===== src/rtl/core/hvn_pkg.sv =====
// ============================================================================
// hvn_pkg
// Shared constants and types for the heightmap vertex normal/tangent block.
// ============================================================================
package hvn_pkg;

    localparam int FRACTION_BITS = 14;
    localparam int HEIGHT_W      = 8;
    localparam int STEP_W        = 7;
    localparam int OUT_W         = 16;
    localparam int STEP_MIN      = 1;
    localparam int STEP_MAX      = 64;

    localparam int REL_W  = HEIGHT_W + 1;
    localparam int FACE_W = HEIGHT_W + 2;
    localparam int NUM_FACES = 6;

    // sum of six unit components stays below 8 * 2^F
    localparam int VEC_W = FRACTION_BITS + 4;
    localparam int MAG_W = VEC_W - 1;
    localparam int SQ_W  = 2 * MAG_W;
    localparam int M_W   = SQ_W + 2;
    localparam int RHS_W = SQ_W + 2 * FRACTION_BITS + 2;
    localparam int T_W   = M_W + FRACTION_BITS + 3;
    localparam int TRY_W = RHS_W + 6;
    localparam int K_W   = FRACTION_BITS + 1;

    localparam int UNIT_LAT = FRACTION_BITS + 3;
    localparam int BACK_LAT = 3 * UNIT_LAT + 2;

    localparam int QUEUE_DEPTH = 4;
    localparam int QPTR_W      = $clog2(QUEUE_DEPTH);
    localparam int QCNT_W      = $clog2(QUEUE_DEPTH + 1);

    localparam logic signed [VEC_W-1:0] UNIT_ONE = VEC_W'(1) << FRACTION_BITS;

    typedef logic signed [VEC_W-1:0] vec_comp_t;
    typedef vec_comp_t vec3_t [3];

    typedef struct packed {
        logic signed [FACE_W-1:0] x;
        logic signed [FACE_W-1:0] z;
    } face_xz_t;

    typedef struct packed {
        face_xz_t [NUM_FACES-1:0] face;
        logic [STEP_W-1:0]        step;
    } face_set_t;

endpackage


===== src/rtl/core/hvn_if.sv =====
// ============================================================================
// hvn_if
// Valid/ready channel interfaces: vertex input, result output, config write.
// ============================================================================
interface hvn_vtx_if;
    import hvn_pkg::*;
    logic                valid;
    logic                ready;
    logic [HEIGHT_W-1:0] height_center;
    logic [HEIGHT_W-1:0] height_left;
    logic [HEIGHT_W-1:0] height_up;
    logic [HEIGHT_W-1:0] height_up_right;
    logic [HEIGHT_W-1:0] height_right;
    logic [HEIGHT_W-1:0] height_down;
    logic [HEIGHT_W-1:0] height_down_left;

    modport source (
        output valid, height_center, height_left, height_up, height_up_right,
               height_right, height_down, height_down_left,
        input  ready
    );
    modport sink (
        input  valid, height_center, height_left, height_up, height_up_right,
               height_right, height_down, height_down_left,
        output ready
    );
endinterface


interface hvn_cfg_if;
    import hvn_pkg::*;
    logic              valid;
    logic              ready;
    logic [STEP_W-1:0] grid_step;

    modport source (output valid, grid_step, input ready);
    modport sink   (input valid, grid_step, output ready);
endinterface


===== src/rtl/core/hvn_front.sv =====
// ============================================================================
// hvn_front
// Accepts vertex items, holds grid_step, forms the six face x/z parts.
// ============================================================================
module hvn_front (
    input  logic              clk,
    input  logic              rst_n,
    hvn_vtx_if.sink           vtx,
    hvn_cfg_if.sink           cfg,
    input  logic              full,
    output logic              push,
    output hvn_pkg::face_set_t push_data
);
    import hvn_pkg::*;

    logic [STEP_W-1:0]        grid_step_reg;
    logic [STEP_W-1:0]        step_c;
    logic signed [REL_W-1:0]  rel_l, rel_u, rel_ur, rel_r, rel_d, rel_dl;
    logic signed [FACE_W-1:0] fl, fu, fur, fr, fd, fdl;

    assign cfg.ready = 1'b1;

    always_ff @(posedge clk or negedge rst_n)
    begin
        if (!rst_n)
        begin
            grid_step_reg <= STEP_W'(STEP_MIN);
        end
        else if (cfg.valid)
        begin
            grid_step_reg <= cfg.grid_step;
        end
    end

    assign vtx.ready = !full;
    assign push      = vtx.valid && !full;

    assign rel_l  = $signed({1'b0, vtx.height_left})      - $signed({1'b0, vtx.height_center});
    assign rel_u  = $signed({1'b0, vtx.height_up})        - $signed({1'b0, vtx.height_center});
    assign rel_ur = $signed({1'b0, vtx.height_up_right})  - $signed({1'b0, vtx.height_center});
    assign rel_r  = $signed({1'b0, vtx.height_right})     - $signed({1'b0, vtx.height_center});
    assign rel_d  = $signed({1'b0, vtx.height_down})      - $signed({1'b0, vtx.height_center});
    assign rel_dl = $signed({1'b0, vtx.height_down_left}) - $signed({1'b0, vtx.height_center});

    assign fl  = FACE_W'(rel_l);
    assign fu  = FACE_W'(rel_u);
    assign fur = FACE_W'(rel_ur);
    assign fr  = FACE_W'(rel_r);
    assign fd  = FACE_W'(rel_d);
    assign fdl = FACE_W'(rel_dl);

    always_comb
    begin
        if (grid_step_reg < STEP_W'(STEP_MIN))
        begin
            step_c = STEP_W'(STEP_MIN);
        end
        else if (grid_step_reg > STEP_W'(STEP_MAX))
        begin
            step_c = STEP_W'(STEP_MAX);
        end
        else
        begin
            step_c = grid_step_reg;
        end
    end

    always_comb
    begin
        push_data.step      = step_c;
        push_data.face[0].x = fl;
        push_data.face[0].z = -fu;
        push_data.face[1].x = -fr;
        push_data.face[1].z = fr - fur;
        push_data.face[2].x = -fr;
        push_data.face[2].z = fd;
        push_data.face[3].x = fdl - fd;
        push_data.face[3].z = fd;
        push_data.face[4].x = fl;
        push_data.face[4].z = fdl - fl;
        push_data.face[5].x = fu - fur;
        push_data.face[5].z = -fu;
    end

endmodule


===== src/flat_wrapper.sv =====
// flat-port wrapper written by rule: the top's interface ports become plain ports
module hvn_front_flat import hvn_pkg::*;
  (clk, rst_n, full, push, push_data, vtx_valid, vtx_height_center, vtx_height_left, vtx_height_up, vtx_height_up_right, vtx_height_right, vtx_height_down, vtx_height_down_left, vtx_ready, cfg_valid, cfg_grid_step, cfg_ready);
  hvn_vtx_if vtx_i ();
  hvn_cfg_if cfg_i ();
  input  logic clk;
  input  logic rst_n;
  input  logic full;
  output logic push;
  output hvn_pkg::face_set_t push_data;
  input wire logic [$bits(vtx_i.valid)-1:0] vtx_valid;
  input wire logic [$bits(vtx_i.height_center)-1:0] vtx_height_center;
  input wire logic [$bits(vtx_i.height_left)-1:0] vtx_height_left;
  input wire logic [$bits(vtx_i.height_up)-1:0] vtx_height_up;
  input wire logic [$bits(vtx_i.height_up_right)-1:0] vtx_height_up_right;
  input wire logic [$bits(vtx_i.height_right)-1:0] vtx_height_right;
  input wire logic [$bits(vtx_i.height_down)-1:0] vtx_height_down;
  input wire logic [$bits(vtx_i.height_down_left)-1:0] vtx_height_down_left;
  output wire logic [$bits(vtx_i.ready)-1:0] vtx_ready;
  input wire logic [$bits(cfg_i.valid)-1:0] cfg_valid;
  input wire logic [$bits(cfg_i.grid_step)-1:0] cfg_grid_step;
  output wire logic [$bits(cfg_i.ready)-1:0] cfg_ready;
  assign vtx_i.valid = vtx_valid;
  assign vtx_i.height_center = vtx_height_center;
  assign vtx_i.height_left = vtx_height_left;
  assign vtx_i.height_up = vtx_height_up;
  assign vtx_i.height_up_right = vtx_height_up_right;
  assign vtx_i.height_right = vtx_height_right;
  assign vtx_i.height_down = vtx_height_down;
  assign vtx_i.height_down_left = vtx_height_down_left;
  assign vtx_ready = vtx_i.ready;
  assign cfg_i.valid = cfg_valid;
  assign cfg_i.grid_step = cfg_grid_step;
  assign cfg_ready = cfg_i.ready;
  hvn_front u_core (.clk(clk), .rst_n(rst_n), .vtx(vtx_i), .cfg(cfg_i), .full(full), .push(push), .push_data(push_data));
endmodule

===== config.mk =====
export PLATFORM = sky130hd
export DESIGN_NAME = hvn_front_flat
export DESIGN_NICKNAME = d
export VERILOG_FILES = /design/src/rtl/core/hvn_pkg.sv /design/src/rtl/core/hvn_if.sv /design/src/rtl/core/hvn_front.sv /design/src/flat_wrapper.sv
export SDC_FILE = /design/constraint.sdc
export NUM_CORES = 1
export LEC_CHECK = 0
export ABC_AREA = 1
export BUFFER_PORTS_ARGS = -buffer_cell sky130_fd_sc_hd__buf_2
export CAP_MARGIN = 20
export CORE_MARGIN = 10
export CORE_UTILIZATION = 46
export DETAILED_ROUTE_END_ITERATION = 16
export GPL_TIMING_DRIVEN = 1
export PLACE_DENSITY = 0.86
export SETUP_SLACK_MARGIN = 0.05
export SKIP_LAST_GASP = 1
export SLEW_MARGIN = 5
export SYNTH_ARGS = -nofsm -noshare
export SYNTH_HDL_FRONTEND = slang
export SYNTH_SLANG_ARGS = --single-unit

===== constraint.sdc =====
create_clock -name clk -period 3.31 [get_ports clk]
set_clock_uncertainty 0.15 [all_clocks]
set_input_delay 0.4965 -clock clk [delete_from_list [all_inputs] [get_ports clk]]
set_output_delay 0.4965 -clock clk [all_outputs]
set_load 0.05 [all_outputs]

==> results of run 1 <==
## cells in the mapped netlist
master | number | share of area [%]
a21oi_1 | 30 | 3.0
a21oi_2 | 1 | 0.17
a31oi_1 | 3 | 0.37
and2_4 | 1 | 0.17
buf_4 | 43 | 6.4
clkbuf_1 | 2 | 0.15
conb_1 | 1 | 0.075
dfrtp_1 | 6 | 3.0
dfstp_2 | 1 | 0.52
fa_1 | 10 | 4.0
ha_1 | 75 | 19
inv_1 | 156 | 12
inv_2 | 3 | 0.22
mux2_2 | 2 | 0.45
nand2_1 | 283 | 21
nand2_2 | 24 | 3.0
nand2_4 | 4 | 0.90
nand3_1 | 71 | 7.1
nand3_2 | 5 | 1.0
nand3b_1 | 1 | 0.15
nand4_1 | 9 | 1.1
nand4_2 | 1 | 0.25
nor2_1 | 35 | 2.6
nor2_2 | 1 | 0.12
nor2_4 | 2 | 0.45
nor3_1 | 3 | 0.30
nor3_2 | 3 | 0.60
nor3b_1 | 2 | 0.30
o21ai_0 | 9 | 0.90
o21ai_1 | 1 | 0.10
o21bai_1 | 4 | 0.60
or2_1 | 2 | 0.25
xnor2_1 | 10 | 1.7
xnor2_2 | 2 | 0.65
xor2_1 | 40 | 7.0
xor2_2 | 2 | 0.65
## timing repair
item                                    CTS
resized for setup                       223
endpoints found under the setup margin   54
gates cloned                              0
setup buffers                            37
endpoints found under the hold margin     6
hold buffers                              1
pin swaps                                75
## layer usage
| metal | track usage (%) | GRT overflow |
|---|---|---|
| met1 | 72.3 | 5 |
| met5 | 17.0 | 0 |
| met2 | 111 | 775 |
| met3 | 60.9 | 2 |
| met4 | 92.9 | 192 |
## kinds of logic after synthesis
| kind of cell | share of synthesized area, % |
|---|---|
| AO/OA/AOI/OAI | 5.14 |
| multiplexers | 0.450 |
| adder cells (fa/ha/maj) | 22.7 |
| flip-flops | 3.52 |
| XOR/XNOR | 10.0 |
| AND/OR/NAND/NOR | 39.5 |
| buffers and inverters | 18.5 |
| other | 0.0749 |
## stage by stage
step	TNS [ns]	setup slack [ns]	hold slack, ns	std cells	util, %
4_1_cts	-4.75	-0.302	0.337	1353	87.5
3_5_place_dp	-12.34	-0.513	0.188	1311	75.8
3_3_place_gp	-9.73	-0.442	0.182	1311	75.8
2_1_floorplan	-3.33	-0.411	0.0509	848	-
==> impl_metrics.py, run 1 <==
metrics = {
    "run_status": {
        "status": "aborted with a tool error",
        "flow.stopped_at": "global routing",
        "error_line": "[ERROR GRT-0232] Routing congestion too high. Check the congestion heatmap in the GUI.",
    },
    "yosys": {
        "yosys_warnings": 0,
        "synthDistinctLibCells": 36,
        "syn_nets": 1001,
        "ys_seq_area_share_pct": 3.52,
        "syn-instance-count": 848,
        "ys_ff_latch": 7,
        "synth_area_per_cell_um2": 5.91,
        "synth_area_um2": 5010,
    },
    "placed_design": {
        "io_buffers": 196,
        "placed_cell_area_um2": 8140,
        "detailed_place_hpwl_um": 16500,
        "finalWeightedCongestion": 0.906,
    },
    "global_route": {
        "grt_start_max_net_pins": 13,
        "grt_usage_pct": 82.2,
        "grt_overflow_total": 974,
    },
    "clocking": {
        "cts-root-buf": "clkbuf_8",
        "cts.htree.levels": 1,
        "cts_buffers": 3,
        "cts_sinks": 7,
        "clk_path_buf_depth": 2,
    },
    "floorplan": {
        "rows": 38,
        "die_y_um": 124,
        "initial_core_util_pct": 46.6,
        "ios": 198,
        "die_w_um": 124,
    },
    "sta": {
        "endpoint_type": "output port",
        "grt-worst-endpoint": "push_data[96]",
    },
}
==> run 2, diff against run 1 <==
- CORE_UTILIZATION: 46 -> 35
- PLACE_DENSITY: 0.86 -> unset
- PLACE_DENSITY_LB_ADDON: unset -> 0.15
- SETUP_SLACK_MARGIN: 0.05 -> unset
- clock period: 3.31 -> 4.3 ns (I/O delays scaled with it)
==> run 2 against run 1 <==
The flow now finishes without violations. Area after synthesis unchanged. Synthesized cell count unchanged.
==> impl_metrics.py, run 2 <==
metrics = {
    "yosys": {
        "ys_ff_latch": 7,
        "syn_nets": 1001,
        "syn-instance-count": 848,
        "ys_top_cells_by_area": "nand2_1 (21%), ha_1 (19%), inv_1 (12%)",
        "yosys.area.top_type": "nand2_1",
        "ys_dominant_reg_cell": "dfrtp_1",
        "synthArstFlopShare_pct": 100,
        "ys_top_cells_by_count": "nand2_1 (283), inv_1 (156), ha_1 (75), nand3_1 (71), buf_4 (43)",
        "synthDistinctLibCells": 36,
        "yosys_warnings": 0,
        "synth_area_um2": 5010,
        "synth_area_per_cell_um2": 5.91,
        "synth_most_common_cell": "nand2_1",
        "ys_seq_area_share_pct": 3.52,
        "synth_edf_count": 0,
        "synth_top_area_share_pct": 21.2,
    },
    "run_status": {
        "status": "finished, final reports clean",
    },
    "critical_path": {
        "startpoint_type": "primary input",
        "worstPathArrival_ns": 3.33,
        "path_class": "primary input to output pin",
        "reg2reg_slack_ns": 3.30,
        "crit_fanout": 6,
        "required_ns": 3.50,
        "end_kind": "output pin",
    },
    "floorplan": {
        "ios": 198,
        "initial_core_util_pct": 36.0,
        "rows": 43,
        "core_area_um2": 13900,
        "die_w_um": 140,
        "die_y_um": 140,
        "die_area_um2": 19500,
    },
    "clocking": {
        "cts_buffers": 3,
        "cts_sinks": 7,
        "cts.hold.buffers_added": 0,
        "cts_tree": "done",
        "clk_path_buf_depth": 2,
        "clk_pin_slew_ns": 0.04,
        "worstSkewPairLatency_ns": 0.23,
        "cts.htree.levels": 1,
        "cts-root-buf": "clkbuf_16",
    },
    "route": {
        "vias": 5443,
        "vias_per_cell": 4.54,
        "ant_nets": 0,
        "drtIter0Drc": 174,
        "wire_per_inst_um": 12.9,
        "wl_um": 15500,
        "dr.pass1.iters": 4,
        "drc": 0,
    },
    "pwr": {
        "leakagePower_nw": 3.97,
        "ir_worst_vdd_mv": 0.403,
        "p_per_area_nw_per_um2": 538,
    },
    "cells_and_area": {
        "final_common_cell": "nand2_1",
        "mostFrequentLayoutCells": "nand2_1 (280), buf_2 (192), inv_1 (155), ha_1 (72), nand3_1 (70)",
        "final_util_pct": 45.7,
        "drive_above_1_share_pct": 29.6,
        "area_growth_pct": 27.1,
        "final_nets": 1174,
        "antenna_cells": 0,
        "final_cell_count_no_fill": 1200,
        "largest_register_ffs": 7,
    },
    "global_route": {
        "grt_pass1_vias": 5651,
        "grt_usage_pct": 15.1,
        "grt_overflow_total": 0,
        "grt_pass1_wl_um": 25300,
        "grt_start_max_net_pins": 13,
        "antenna_found_initial": 0,
    },
    "sta": {
        "hold_viol_final": 0,
        "finalCriticalPeriod_ns": 4.12,
        "fmax_mhz": 243,
        "drv_slew": 0,
        "rsz0062_at_grt": "true",
        "finalWorstSetupSlack_ns": 0.180,
        "post-route-period-util_pct": 95.8,
        "finalSetupViolations": 0,
    },
    "placed_design": {
        "detailed_place_hpwl_um": 14400,
        "finalWeightedCongestion": 0.826,
        "dp_cells": 1195,
        "preCtsSetupSlack_ns": -0.0666,
        "io_buffers": 196,
    },
    "hold_path": {
        "hold_class": "primary input to async pin",
    },
    "job": {
        "maxCapViolCount": 0,
    },
}
-- run 2: critical path: stages --
cell and delay [ns]:
buf_2 0.11, clkinvlp_4 0.19, ha_1 0.43, nand2_1 0.09
o21ai_2 0.15, buf_4 0.15, xor2_4 0.16, inv_1 0.06
ha_1 0.33, nand2_1 0.07, inv_1 0.05, a21oi_2 0.20
nor2_1 0.06, nand3_1 0.09, nand3_2 0.13, nand2_1 0.09
nand2_1 0.08, nand2_4 0.06, buf_4 0.19
-- run 2: final timing paths --
check,startpoint,to,depth (start not counted)
setup / recovery,vtx_height_center[2],push_data[86],19
hold / removal,rst_n,u_core.grid_step_reg[6],1
setup reg to reg,u_core.grid_step_reg[6],u_core.grid_step_reg[6],1
hold reg to reg,u_core.grid_step_reg[5],u_core.grid_step_reg[5],2
max in group asynchronous,rst_n,u_core.grid_step_reg[0],1
min in group clk,u_core.grid_step_reg[5],u_core.grid_step_reg[5],2
-- run 2: cell type report --
cell class | count | area [um2]
Inverter | 159 | 601
Timing Repair Buffer | 213 | 1120
Tap cell | 180 | 225
Multi-Input combinational cell | 637 | 4170
Sequential cell | 7 | 176
Fill cell | 1537 | 7560
Clock buffer | 4 | 78.8
-- run 2: timing repair --
item	4_1_cts	5_1_grt
buffers inserted	0	1
endpoints found under the setup margin	2	14
resized for setup	2	16
pin swaps	0	1
cloned	0	0
-- run 2: report_power, final --
part	switching, mW	internal (mW)	total (mW)	leakage [nW]
Combinational	2.37	0.823	3.19	3.85
Sequential	0.00407	0.0731	0.0771	0.0829
Clock	0.0341	0.123	0.157	0.0382
-- run 2: cells by family after synthesis --
logic type | after synthesis | share of synthesized area [%]
AND/OR/NAND/NOR | 447 | 39.5
AO/OA/AOI/OAI | 48 | 5.14
adder cells (fa/ha/maj) | 85 | 22.7
other | 1 | 0.0749
buffers and inverters | 204 | 18.5
multiplexers | 2 | 0.450
XOR/XNOR | 54 | 10.0
flip-flops | 7 | 3.52
-- run 2: stage by stage --
stage          setup TNS [ns]  hold slack (ns)  area, um2  power [mW]
2_1_floorplan         -0.0369            0.199       5220        2.68
3_3_place_gp        -0.000721            0.335       6210        3.26
3_5_place_dp          -0.0757            0.338       6210        3.27
4_1_cts              -0.00545           0.0948       6300        3.45
5_1_grt              -0.00746            0.104       6370        3.69
6_report                    0           0.0912       6370        3.43
-- run 2: per-layer routing --
| layer | GRT usage (%) | share of wire [%] |
|---|---|---|
| met1 | 16.4 | 42 |
| met2 | 30.5 | 53 |
| met3 | 2.48 | 4.8 |
| met4 | 1.25 | 0.52 |
| met5 | 0 | 0 |
Power figures use the tool's default switching activity.
