<file path="src/rtl/core/hvn_pkg.sv">
// ============================================================================
// hvn_pkg
// Shared constants and types for the heightmap vertex normal/tangent block.
// ============================================================================
package hvn_pkg;

    localparam int FRACTION_BITS = 14;
    localparam int HEIGHT_W      = 8;
    localparam int STEP_W        = 7;
    localparam int OUT_W         = 16;
    localparam int STEP_MIN      = 1;
    localparam int STEP_MAX      = 64;

    localparam int REL_W  = HEIGHT_W + 1;
    localparam int FACE_W = HEIGHT_W + 2;
    localparam int NUM_FACES = 6;

    // sum of six unit components stays below 8 * 2^F
    localparam int VEC_W = FRACTION_BITS + 4;
    localparam int MAG_W = VEC_W - 1;
    localparam int SQ_W  = 2 * MAG_W;
    localparam int M_W   = SQ_W + 2;
    localparam int RHS_W = SQ_W + 2 * FRACTION_BITS + 2;
    localparam int T_W   = M_W + FRACTION_BITS + 3;
    localparam int TRY_W = RHS_W + 6;
    localparam int K_W   = FRACTION_BITS + 1;

    localparam int UNIT_LAT = FRACTION_BITS + 3;
    localparam int BACK_LAT = 3 * UNIT_LAT + 2;

    localparam int QUEUE_DEPTH = 4;
    localparam int QPTR_W      = $clog2(QUEUE_DEPTH);
    localparam int QCNT_W      = $clog2(QUEUE_DEPTH + 1);

    localparam logic signed [VEC_W-1:0] UNIT_ONE = VEC_W'(1) << FRACTION_BITS;

    typedef logic signed [VEC_W-1:0] vec_comp_t;
    typedef vec_comp_t vec3_t [3];

    typedef struct packed {
        logic signed [FACE_W-1:0] x;
        logic signed [FACE_W-1:0] z;
    } face_xz_t;

    typedef struct packed {
        face_xz_t [NUM_FACES-1:0] face;
        logic [STEP_W-1:0]        step;
    } face_set_t;

endpackage

</file>
<file path="src/rtl/core/hvn_queue.sv">
// ============================================================================
// hvn_queue
// Short FIFO of face sets between the front and the back.
// ============================================================================
module hvn_queue (
    input  logic               clk,
    input  logic               rst_n,
    input  logic               push,
    input  hvn_pkg::face_set_t push_data,
    output logic               full,
    input  logic               pop,
    output logic               empty,
    output hvn_pkg::face_set_t head
);
    import hvn_pkg::*;

    face_set_t          mem_reg [QUEUE_DEPTH];
    logic [QPTR_W-1:0]  wr_ptr_reg, rd_ptr_reg;
    logic [QCNT_W-1:0]  count_reg;

    assign full  = (count_reg == QCNT_W'(QUEUE_DEPTH));
    assign empty = (count_reg == '0);
    assign head  = mem_reg[rd_ptr_reg];

    always_ff @(posedge clk)
    begin
        if (push)
        begin
            mem_reg[wr_ptr_reg] <= push_data;
        end
    end

    always_ff @(posedge clk or negedge rst_n)
    begin
        if (!rst_n)
        begin
            wr_ptr_reg <= '0;
            rd_ptr_reg <= '0;
            count_reg  <= '0;
        end
        else
        begin
            if (push)
            begin
                wr_ptr_reg <= wr_ptr_reg + 1'b1;
            end
            if (pop)
            begin
                rd_ptr_reg <= rd_ptr_reg + 1'b1;
            end
            count_reg <= count_reg + QCNT_W'(push) - QCNT_W'(pop);
        end
    end

endmodule

</file>
<file path="config.mk">
export PLATFORM = sky130hd
export DESIGN_NAME = hvn_queue
export DESIGN_NICKNAME = d
export VERILOG_FILES = /design/src/rtl/core/hvn_pkg.sv /design/src/rtl/core/hvn_queue.sv
export SDC_FILE = /design/constraint.sdc
export NUM_CORES = 1
export LEC_CHECK = 0
export BUFFER_PORTS_ARGS = -buffer_cell sky130_fd_sc_hd__buf_4
export CAP_MARGIN = 20
export CORE_UTILIZATION = 45
export DETAILED_ROUTE_END_ITERATION = 8
export GPL_ROUTABILITY_DRIVEN = 0
export SLEW_MARGIN = 20
export SYNTH_ARGS = -nofsm -noshare
export SYNTH_HDL_FRONTEND = slang
export SYNTH_SLANG_ARGS = --single-unit
</file>
<file path="constraint.sdc">
create_clock -name clk -period 9.3 [get_ports clk]
set_input_delay 1.86 -clock clk [delete_from_list [all_inputs] [get_ports clk]]
set_output_delay 1.86 -clock clk [all_outputs]
set_load 0.03 [all_outputs]
</file>
==> summary.md, run 1 <==
| Metric | Value |
|---|---|
| Post-synth EDFFs | 508 |
| Hold Crit Depth | 1 |
| Status | completed |
| RSZ-0062 raised after global routing | false |
| HPWL Detailed | 20.5 mm |
| Die Footprint | 42400 um^2 |
| Cts bufs inserted | 52 |
| Largest area contributor in the netlist | edfxtp_1 |
| VDD IR-drop max | 201 uV |
| Worst Max-Slew Pin Slew | 1.05 ns |
| # rows | 74 |
| Max frequency | 194 MHz |
| Vias in the first global route | 8548 |
| Yosys warns | 0 |
| Layout cell share with drive strength beyond 1 | 0.454 |
| Critical Path End Type | output pin |
| Synthesized Nets | 835 |
| Most frequent cells after synthesis | 508 x edfxtp_1, 127 x mux4_2, 13 x buf_2, 13 x buf_6, 7 x dfrtp_1 |
| Via density | 5.27 |
| Post-synth top flop | edfxtp_1 |
| Post-CTS Resized | 0 |
| Core Area | 40900 um^2 |
| Sequential cell area | 15400 um^2 |
| Area contributors post-synth | edfxtp_1 81%, mux4_2 15%, dfrtp_1 0.94%, buf_6 0.78%, ha_1 0.40% |
| Async S/R FF share, synth | 0.0136 |
| Worst-path clk slew | 0.06 ns |
| Netlist cell types | 17 |
| H-tree depth | 2 |
| WHS Endpoint | wr_ptr_reg[0] |
| Final Cycle Share | 0.554 |
| Routed Antenna Nets | 0 |
| Clock power frac | 0.245 |
| Max Cap Viol | 0 |
| Placed insts | 1471 |
| Crit path cell chain | buf_4 -> mux4_2 -> buf_4 |
| Switching Power | 2.59 mW |
| Fillers | 3067 |
| Cts hold-fix bufs | 0 |
| CTS Root Cell | clkbuf_16 |
| Kind of critical path | register to output pin |
| Crit start category | register |
| Hold WC Path Type | register to register |
| Clock Latency Late Sink | 0.58 ns |
| Min Tclk post-route | 5.15 ns |
| PwrDens | 344 nW/um^2 |
| Crit path top cell by count | buf_4 |
| Max FFs per register | 508 |
| Via count | 8219 |
| Worst Path Max Fanout | 48 |
| Critical Path RT | 7.44 ns |
| Cell depth of the worst flop-to-flop path | 3 |
| Area taken by multi-input logic gates | 3060 um^2 |
| Worst-path cell with the longest stage delay | dfrtp_4 |
| Critical Path AT | 3.29 ns |
| R2R Path End | mem_reg[3][15] |
| Relative slew slack | 0.303 |
| Largest net degree at the start of global routing | 66 |
| Die height | 206 um |
| Gr usage total | 0.167 |
| Final net count | 1131 |
| Sw Ratio | 0.331 |
| Post-Syn Area per Cell | 26.9 um^2 |
| Ports | 260 |
| Synth-to-Final Area Change | 21.6% |
| Sequential Power Share | 0.409 |
| Initial antenna violation count | 0 |
| R2R setup slack | 6.50 ns |
| Buf/Inv on CP | 2 |
| Drt first pass iters | 4 |
| Avg WL per Cell | 22.6 um |
| ANT cells | 0 |
| Initial Utilization | 0.458 |
| Total grt overflow | 0 |
| Post-route DRC | 0 |
| Setup violators final | 0 |
| TritonCTS Sinks | 515 |
| FF+latch count, synth | 515 |
| Clock Tree Buf Depth | 3 |
| Fin. max-slew vios | 0 |
| Global-route wire length before repair | 52.5 mm |
| Worst clock skew | 0.0198 ns |
| CP delay by family, top | buffers and inverters |
| Synthesized instance count | 697 |
| Leak | 7.74 nW |
| Setup TNS Final | 0 ns |
| Post-CTS Setup Inserts | 0 |
| CTS tree | built |
| Internal power | 5.24 mW |
| Comb pwr share | 0.346 |
| Endpoints failing hold | 0 |
| Post-Route WL | 35.2 mm |
| Most numerous cell in the Yosys netlist | edfxtp_1 |
| Final Instance Count excl. Fillers | 1561 |
| Largest stage delay, worst path | 0.95 ns |
| Synth top area share | 0.815 |
| Die X | 206 um |
| Post-synthesis cell area | 18700 um^2 |
| Hold Crit Start | wr_ptr_reg[0] |
| Sequential share of the synthesized area | 0.824 |
| Critical R2R Launch | wr_ptr_reg[0] |
| # port buffers | 259 |
| DRT iter0 DRCs | 497 |
final cells by class:
class / instances / area share
Sequential cell: 515 / 0.678
Inverter: 6 / 0.000989
Clock buffer: 66 / 0.0613
Timing Repair Buffer: 270 / 0.0890
Clock inverter: 24 / 0.00731
Tap cell: 532 / 0.0292
Multi-Input combinational cell: 148 / 0.134
layer usage:
metal / share of wire / wire length, um / track usage
met1: 0.41 / 14500 / 0.218
met2: 0.50 / 17600 / 0.268
met3: 0.067 / 2370 / 0.0490
met4: 0.022 / 767 / 0.0604
met5: 0 / 0 / 0
power groups by stage:
stage / registers [mW] / logic, mW / clock network [mW]
final: 3.21 / 2.71 / 1.92
after global routing: 3.25 / 2.86 / 2.05
after CTS: 3.22 / 2.78 / 1.97
after detailed placement: 3.27 / 2.78 / 0
after global placement: 3.25 / 2.77 / 0
after floorplan: 3.19 / 1.93 / 0
worst reg2reg max path: stages, from the launching register on:
cell,delay [ns]
dfrtp_1,0.41
ha_1,0.17
and2_4,0.77
buf_4,0.92
worst max path at each step:
stage | start | endpoint | slack (ns) | cells past startpoint
6_report | rd_ptr_reg[0] | head[105] | 4.15 | 3
5_1_grt | rd_ptr_reg[0] | head[105] | 3.85 | 3
4_1_cts | rd_ptr_reg[0] | head[105] | 3.97 | 3
3_5_place_dp | rd_ptr_reg[0] | head[105] | 4.61 | 3
3_3_place_gp | rd_ptr_reg[0] | head[105] | 4.62 | 3
2_1_floorplan | push | mem_reg[0][0] | 4.03 | 1
through the flow:
stage | power [mW] | cell area [um^2] | util | hold WS (ns) | setup WS (ns)
detailed placement | 6.04 | 21200 | 0.518 | 0.530 | 4.61
floorplan | 5.13 | 18700 | - | 0.491 | 4.03
global route | 8.17 | 22800 | 0.556 | 0.588 | 3.85
CTS | 7.97 | 22800 | 0.556 | 0.539 | 3.97
global placement | 6.02 | 21200 | 0.518 | 0.516 | 4.62
finish | 7.83 | 22800 | 0.556 | 0.538 | 4.15
cell families after synthesis:
logic type | after synthesis | share of synthesized area
AO/OA/AOI/OAI | 1 | 0.000267
XOR/XNOR | 5 | 0.00234
adder cells (fa/ha/maj) | 7 | 0.00508
multiplexers | 127 | 0.153
flip-flops | 515 | 0.824
AND/OR/NAND/NOR | 8 | 0.00234
buffers and inverters | 34 | 0.0131
placed cells by master, fill, tap and decap left out:
master and count:
fa_1 1, and3_1 1, xor2_1 2, clkinv_1 14, bufinv_16 2, xnor2_1 3
clkinvlp_4 1, edfxtp_1 508, clkinv_2 6, clkbuf_1 12, dfrtp_4 2, nor3_1 1
mux4_2 127, clkinv_8 1, and2_4 4, nand2_1 2, o21ai_0 1, clkbuf_16 54
buf_4 270, inv_1 6, dfrtp_1 5, ha_1 6
Note: power is estimated with default switching activity, not from simulation.
==> inputs of run 2 (changes only) <==
Settings changed: PLACE_DENSITY set to 0.67.
Clock period 9.3 ns to 4.2 ns, I/O delays scaled along.
==> run 2 against run 1 <==
Net effect: sequential share of layout area decreased by 0.65 points; critical path type unchanged; via count increased by 0.44%; non-clock buffer count increased by 8; power increased by 120%; register-to-register slack got worse by 4.4 ns; combinational power increased by 130%; setup slack got worse by 3.4 ns; largest cell class unchanged; sequential power increased by 120%.
==> summary.md, run 2 (same netlist as run 1, synthesis figures left out) <==
| Metric | Value |
|---|---|
| Status | completed |
| Clock Tree Buf Depth | 3 (unchanged) |
| Endpoints failing hold | 0 (unchanged) |
| Global-route wire length before repair | 52.7 mm (+0.42%) |
| Crit path cell chain | buf_4 -> mux4_2 -> buf_4 |
| Critical Path End Type | output pin |
| Vias in the first global route | 8876 (+3.8%) |
| Relative slew slack | 0.600 (+0.297) |
| # rows | 74 (unchanged) |
| Die height | 206 um (unchanged) |
| Die X | 206 um (unchanged) |
| Critical Path RT | 3.36 ns (-4.08 ns) |
| Clock Latency Late Sink | 0.58 ns (about the same) |
| Kind of critical path | register to output pin |
| Post-CTS Resized | 0 (unchanged) |
| Via count | 8255 (+0.44%) |
| Post-route DRC | 0 (unchanged) |
| Crit path top cell by count | buf_4 |
| HPWL Detailed | 20.8 mm (+1.5%) |
| Max Cap Viol | 0 (unchanged) |
| Final net count | 1139 (+0.71%) |
| Final Instance Count excl. Fillers | 1574 (+0.83%) |
| Design Power | 17.6 mW (+120%) |
| Design area | 23000 um^2 (+0.96%) |
| Max FFs per register | 508 (unchanged) |
| Cts hold-fix bufs | 0 (unchanged) |
| Worst-path cell with the longest stage delay | dfrtp_4 |
| Cell depth of the worst flop-to-flop path | 4 (+1) |
| Worst clock skew | 0.0135 ns (-0.00627 ns) |
| Placed cell areas | 21400 um^2 (+0.81%) |
| WHS | 0.0621 ns (-0.476 ns) |
| Routed Antenna Nets | 0 (unchanged) |
| Via density | 5.24 (-0.39%) |
| Setup TNS Final | 0 ns (unchanged) |
| CTS tree | built |
| Hold WC Path Type | input pin to async pin |
| Core Area | 40900 um^2 (unchanged) |
| TritonCTS Sinks | 515 (unchanged) |
| Placed insts | 1479 (+0.54%) |
| RSZ-0062 raised after global routing | false |
| Pre-CTS setup slack | 1.29 ns (-3.31 ns) |
| Critical Path AT | 2.61 ns (-0.68 ns) |
| Post-Route WL | 35.4 mm (+0.63%) |
| Commonest non-fill, non-tap cell in the layout | edfxtp_1 |
| Largest net degree at the start of global routing | 82 (+24%) |
| Synth-to-Final Area Change | 22.8% |
| Ports | 260 (unchanged) |
| Initial antenna violation count | 1 (+1) |
| Die Footprint | 42400 um^2 (unchanged) |
| Cts bufs inserted | 52 (unchanged) |
| Critical R2R Launch | wr_ptr_reg[1] |
| Post-CTS Setup Inserts | 0 (unchanged) |
| PwrDens | 764 nW/um^2 (+120%) |
| PnR worst setup slack | 0.755 ns (-3.39 ns) |
| Initial Utilization | 0.458 (unchanged) |
| Gr usage total | 0.169 (+0.00204) |
| Worst-path clk slew | 0.06 ns (about the same) |
| DRT iter0 DRCs | 464 (-6.6%) |
| Worst Path Max Fanout | 26 (-46%) |
| H-tree depth | 2 (unchanged) |
| Min Tclk post-route | 3.45 ns |
| Final Core Density | 0.562 (+0.00535) |
| Max frequency | 290 MHz |
| Largest stage delay, worst path | 0.78 ns (-0.17 ns) |
| Final Cycle Share | 0.820 |
| R2R setup slack | 2.09 ns (-4.41 ns) |
| CTS Root Cell | clkbuf_16 |
| Layout cell share with drive strength beyond 1 | 0.465 (+0.0116) |
| Crit start category | register |
| Worst Max-Slew Pin Slew | 0.599 ns (-0.446 ns) |
| Setup violators final | 0 (unchanged) |
| Leak | 7.85 nW (+1.4%) |
| Drt first pass iters | 4 (unchanged) |
| Total grt overflow | 0 (unchanged) |
| Fin. max-slew vios | 0 (unchanged) |
| ANT cells | 0 (unchanged) |
| VDD IR-drop max | 455 uV (+130%) |
| R2R Path End | mem_reg[1][16] |
| Most frequent cells in the layout | 508 x edfxtp_1, 269 x buf_4, 127 x mux4_2 |
| Avg WL per Cell | 22.5 um (-0.20%) |
| # port buffers | 259 (unchanged) |
run 2: how the worst max path moves through the flow:
| stage | startpoint | end | slack [ns] | cells after the start |
|---|---|---|---|---|
| global placement | rd_ptr_reg[0] | head[43] | 1.29 | 3 |
| CTS | rd_ptr_reg[0] | head[43] | 0.65 | 3 |
| floorplan | push | mem_reg[1][0] | 1.34 | 1 |
| global route | rd_ptr_reg[0] | head[73] | 0.57 | 3 |
| finish | rd_ptr_reg[0] | head[43] | 0.75 | 3 |
| detailed placement | rd_ptr_reg[0] | head[43] | 1.29 | 3 |
run 2: report_power, final:
part           total [mW]  leakage, nW  internal (mW)  switching [mW]
sequential           7.06         4.75           6.72           0.338
clock                4.35        0.795           2.50            1.85
combinational        6.17         2.31           2.54            3.62
run 2: area by class of cell:
cell class / instances / area, um^2
clock inverter: 32 / 245
tap: 532 / 666
sequential: 515 / 15400
inverter: 6 / 22.5
multi-input combinational: 148 / 3060
timing repair buffer: 278 / 2200
fill: 3018 / 17900
clock buffer: 63 / 1360
run 2: worst max-delay path: cells and delay by family (launching register included):
kind                   cells  cell delay, ns
muxes                      1            0.57
DFF                        1            0.78
buffers and inverters      2            0.64
run 2: routing by layer:
metal,track usage,vias to the layer above,routed length [um]
li1,-,3625,-
met1,0.221,4321,14400
met2,0.274,244,17400
met3,0.0478,63,2800
met4,0.0591,2,840
met5,0,-,17
==> inputs of run 3 (changes only) <==
Settings changed: PLACE_DENSITY 0.67 to unset.
Clock period 4.2 ns to 3.2 ns, I/O delays scaled along.
==> run 3 against run 2 <==
Net effect: register-to-register slack got worse by 0.85 ns; sequential power increased by 30%; largest power group unchanged; clock power increased by 29%; combinational power increased by 34%; count of clock-buffer cells in the layout increased by 10; global-route usage increased by 0.082 points; largest cell class unchanged; clock skew increased by 0.0024 ns; first-iteration DRC count increased by 5.2%; cell count increased by 0.13%; highest routed layer unchanged.
==> summary.md, run 3 (same netlist as run 1, synthesis figures left out) <==
| Metric | Value |
|---|---|
| Cell depth of the worst flop-to-flop path | 4 (unchanged) |
| Status | completed |
| Min Tclk post-route | 3.01 ns |
| Vias in the first global route | 8699 (-2.0%) |
| Avg WL per Cell | 22.6 um (+0.22%) |
| Final net count | 1144 (+0.44%) |
| Worst-path clk slew | 0.06 ns (about the same) |
| Kind of critical path | register to output pin |
| Clock power frac | 0.244 (-0.004) |
| Critical Path AT | 2.37 ns (-0.24 ns) |
| Cts hold-fix bufs | 1 (+1) |
| DR WL met2 | 18.1 mm (+4.2%) |
| Sw Ratio | 0.329 (-0.00191) |
| Setup TNS Final | 0 ns (unchanged) |
| Gr usage total | 0.170 (+0.000818) |
| Post-CTS Resized | 0 (unchanged) |
| Area taken by multi-input logic gates | 3060 um^2 (unchanged) |
| Largest net degree at the start of global routing | 58 (-29%) |
| Max Cap Viol | 0 (unchanged) |
| Final Core Density | 0.563 (+0.00116) |
| Post-Route WL | 35.6 mm (+0.35%) |
| ANT cells | 0 (unchanged) |
| Cts bufs inserted | 51 (-1.9%) |
| Placed cell areas | 21500 um^2 (+0.35%) |
| WL met3 | 2.13 mm (-24%) |
| Core Area | 40900 um^2 (unchanged) |
| Worst Path Max Fanout | 40 (+54%) |
| Sequential Power Share | 0.397 (-0.005) |
| Worst Max-Slew Pin Slew | 0.667 ns (+0.0680 ns) |
| Total grt overflow | 0 (unchanged) |
| TritonCTS Sinks | 515 (unchanged) |
| Commonest non-fill, non-tap cell in the layout | edfxtp_1 |
| H-tree depth | 2 (unchanged) |
| VDD IR-drop max | 604 uV (+33%) |
| Buf/Inv on CP | 2 (unchanged) |
| Comb pwr share | 0.359 (+0.008) |
| Die Footprint | 42400 um^2 (unchanged) |
| Worst-path cell with the longest stage delay | dfrtp_4 |
| Die X | 206 um (unchanged) |
| Fillers | 3049 (+1.0%) |
| Synth-to-Final Area Change | 23.1% |
| PwrDens | 1000 nW/um^2 (+31%) |
| Critical Path End Type | output pin |
| Worst clock skew | 0.0159 ns (+0.00236 ns) |
| Crit path cell chain | buf_12 -> mux4_2 -> buf_4 |
| WHS | 0.256 ns (+0.194 ns) |
| Placed insts | 1484 (+0.34%) |
| Ports | 260 (unchanged) |
| CP delay by family, top | flip-flops |
| Drt first pass iters | 4 (unchanged) |
| Initial Utilization | 0.458 (unchanged) |
| Die height | 206 um (unchanged) |
| Relative slew slack | 0.555 (-0.0454) |
| Setup violators final | 0 (unchanged) |
| HPWL Detailed | 22.2 mm (+7.0%) |
| Clock Tree Buf Depth | 3 (unchanged) |
| DRT iter0 DRCs | 488 (+5.2%) |
| Global-route wire length before repair | 53.0 mm (+0.56%) |
| Met1 Wirelength | 14.5 mm (+0.48%) |
| Leak | 7.87 nW (+0.22%) |
| Max FFs per register | 508 (unchanged) |
| Switching Power | 7.59 mW (+31%) |
| Via density | 5.20 (-0.94%) |
| CTS Root Cell | clkbuf_16 |
| Internal power | 15.5 mW (+32%) |
| Hold WC Path Type | input pin to register |
| Largest stage delay, worst path | 0.64 ns (-0.14 ns) |
| Hold Crit Depth | 1 |
| Initial antenna violation count | 1 (unchanged) |
| Post-CTS Setup Inserts | 0 (unchanged) |
| CTS tree | built |
| # rows | 74 (unchanged) |
| Routed Antenna Nets | 0 (unchanged) |
| Highest routed layer | met5 |
| Final Instance Count excl. Fillers | 1576 (+0.13%) |
| Fin. max-slew vios | 0 (unchanged) |
| Via count | 8188 (-0.81%) |
| Final Cycle Share | 0.942 |
| Layout cell share with drive strength beyond 1 | 0.463 (-0.00281) |
| Post-route DRC | 0 (unchanged) |
| Endpoints failing hold | 0 (unchanged) |
| # port buffers | 259 (unchanged) |
| RSZ-0062 raised after global routing | false |
| Critical Path RT | 2.56 ns (-0.80 ns) |
| Max frequency | 332 MHz |
| Most frequent cells in the layout | 508 x edfxtp_1, 271 x buf_4, 127 x mux4_2 |
| Design area | 23000 um^2 (+0.21%) |
| Clock Latency Late Sink | 0.58 ns (about the same) |
| Crit start category | register |
| CP Depth | 3 (unchanged) |
| Sequential cell area | 15400 um^2 (unchanged) |
-- run 3: worst paths after layout --
check	end	slack (ns)	from
max	head[88]	0.19	rd_ptr_reg[0]
min	mem_reg[1][10]	0.26	push_data[10]
max reg2reg	mem_reg[0][93]	1.24	wr_ptr_reg[0]
min reg2reg	wr_ptr_reg[0]	0.57	wr_ptr_reg[0]
max in group asynchronous	rd_ptr_reg[0]	2.63	rst_n
min in group asynchronous	count_reg[1]	0.42	rst_n
-- run 3: layer usage --
metal | global-route usage | up-vias
met5 | 0 | -
met4 | 0.0512 | 2
met3 | 0.0489 | 62
met2 | 0.284 | 200
met1 | 0.217 | 4294
li1 | - | 3630
-- run 3: power groups by stage --
stage / Sequential (mW) / Clock (mW) / Combinational, mW
2_1_floorplan: 9.18 / 0 / 5.63
3_3_place_gp: 9.27 / 0 / 8.45
3_5_place_dp: 9.32 / 0 / 8.49
4_1_cts: 9.19 / 5.78 / 8.50
5_1_grt: 9.28 / 6.01 / 8.76
6_report: 9.16 / 5.63 / 8.27
-- run 3: per-stage QoR --
step	setup WS, ns	power (mW)
2_1_floorplan	0.541	14.8
3_3_place_gp	0.742	17.7
4_1_cts	0.100	23.5
5_1_grt	0.0229	24.0
3_5_place_dp	0.739	17.8
6_report	0.187	23.1
-- run 3: cell type report --
class	count	share of cell area
clock inverter	18	0.00565
inverter	6	0.000978
tap	532	0.0289
clock buffer	73	0.0626
sequential	515	0.670
multi-input combinational	148	0.133
timing repair buffer	284	0.0992
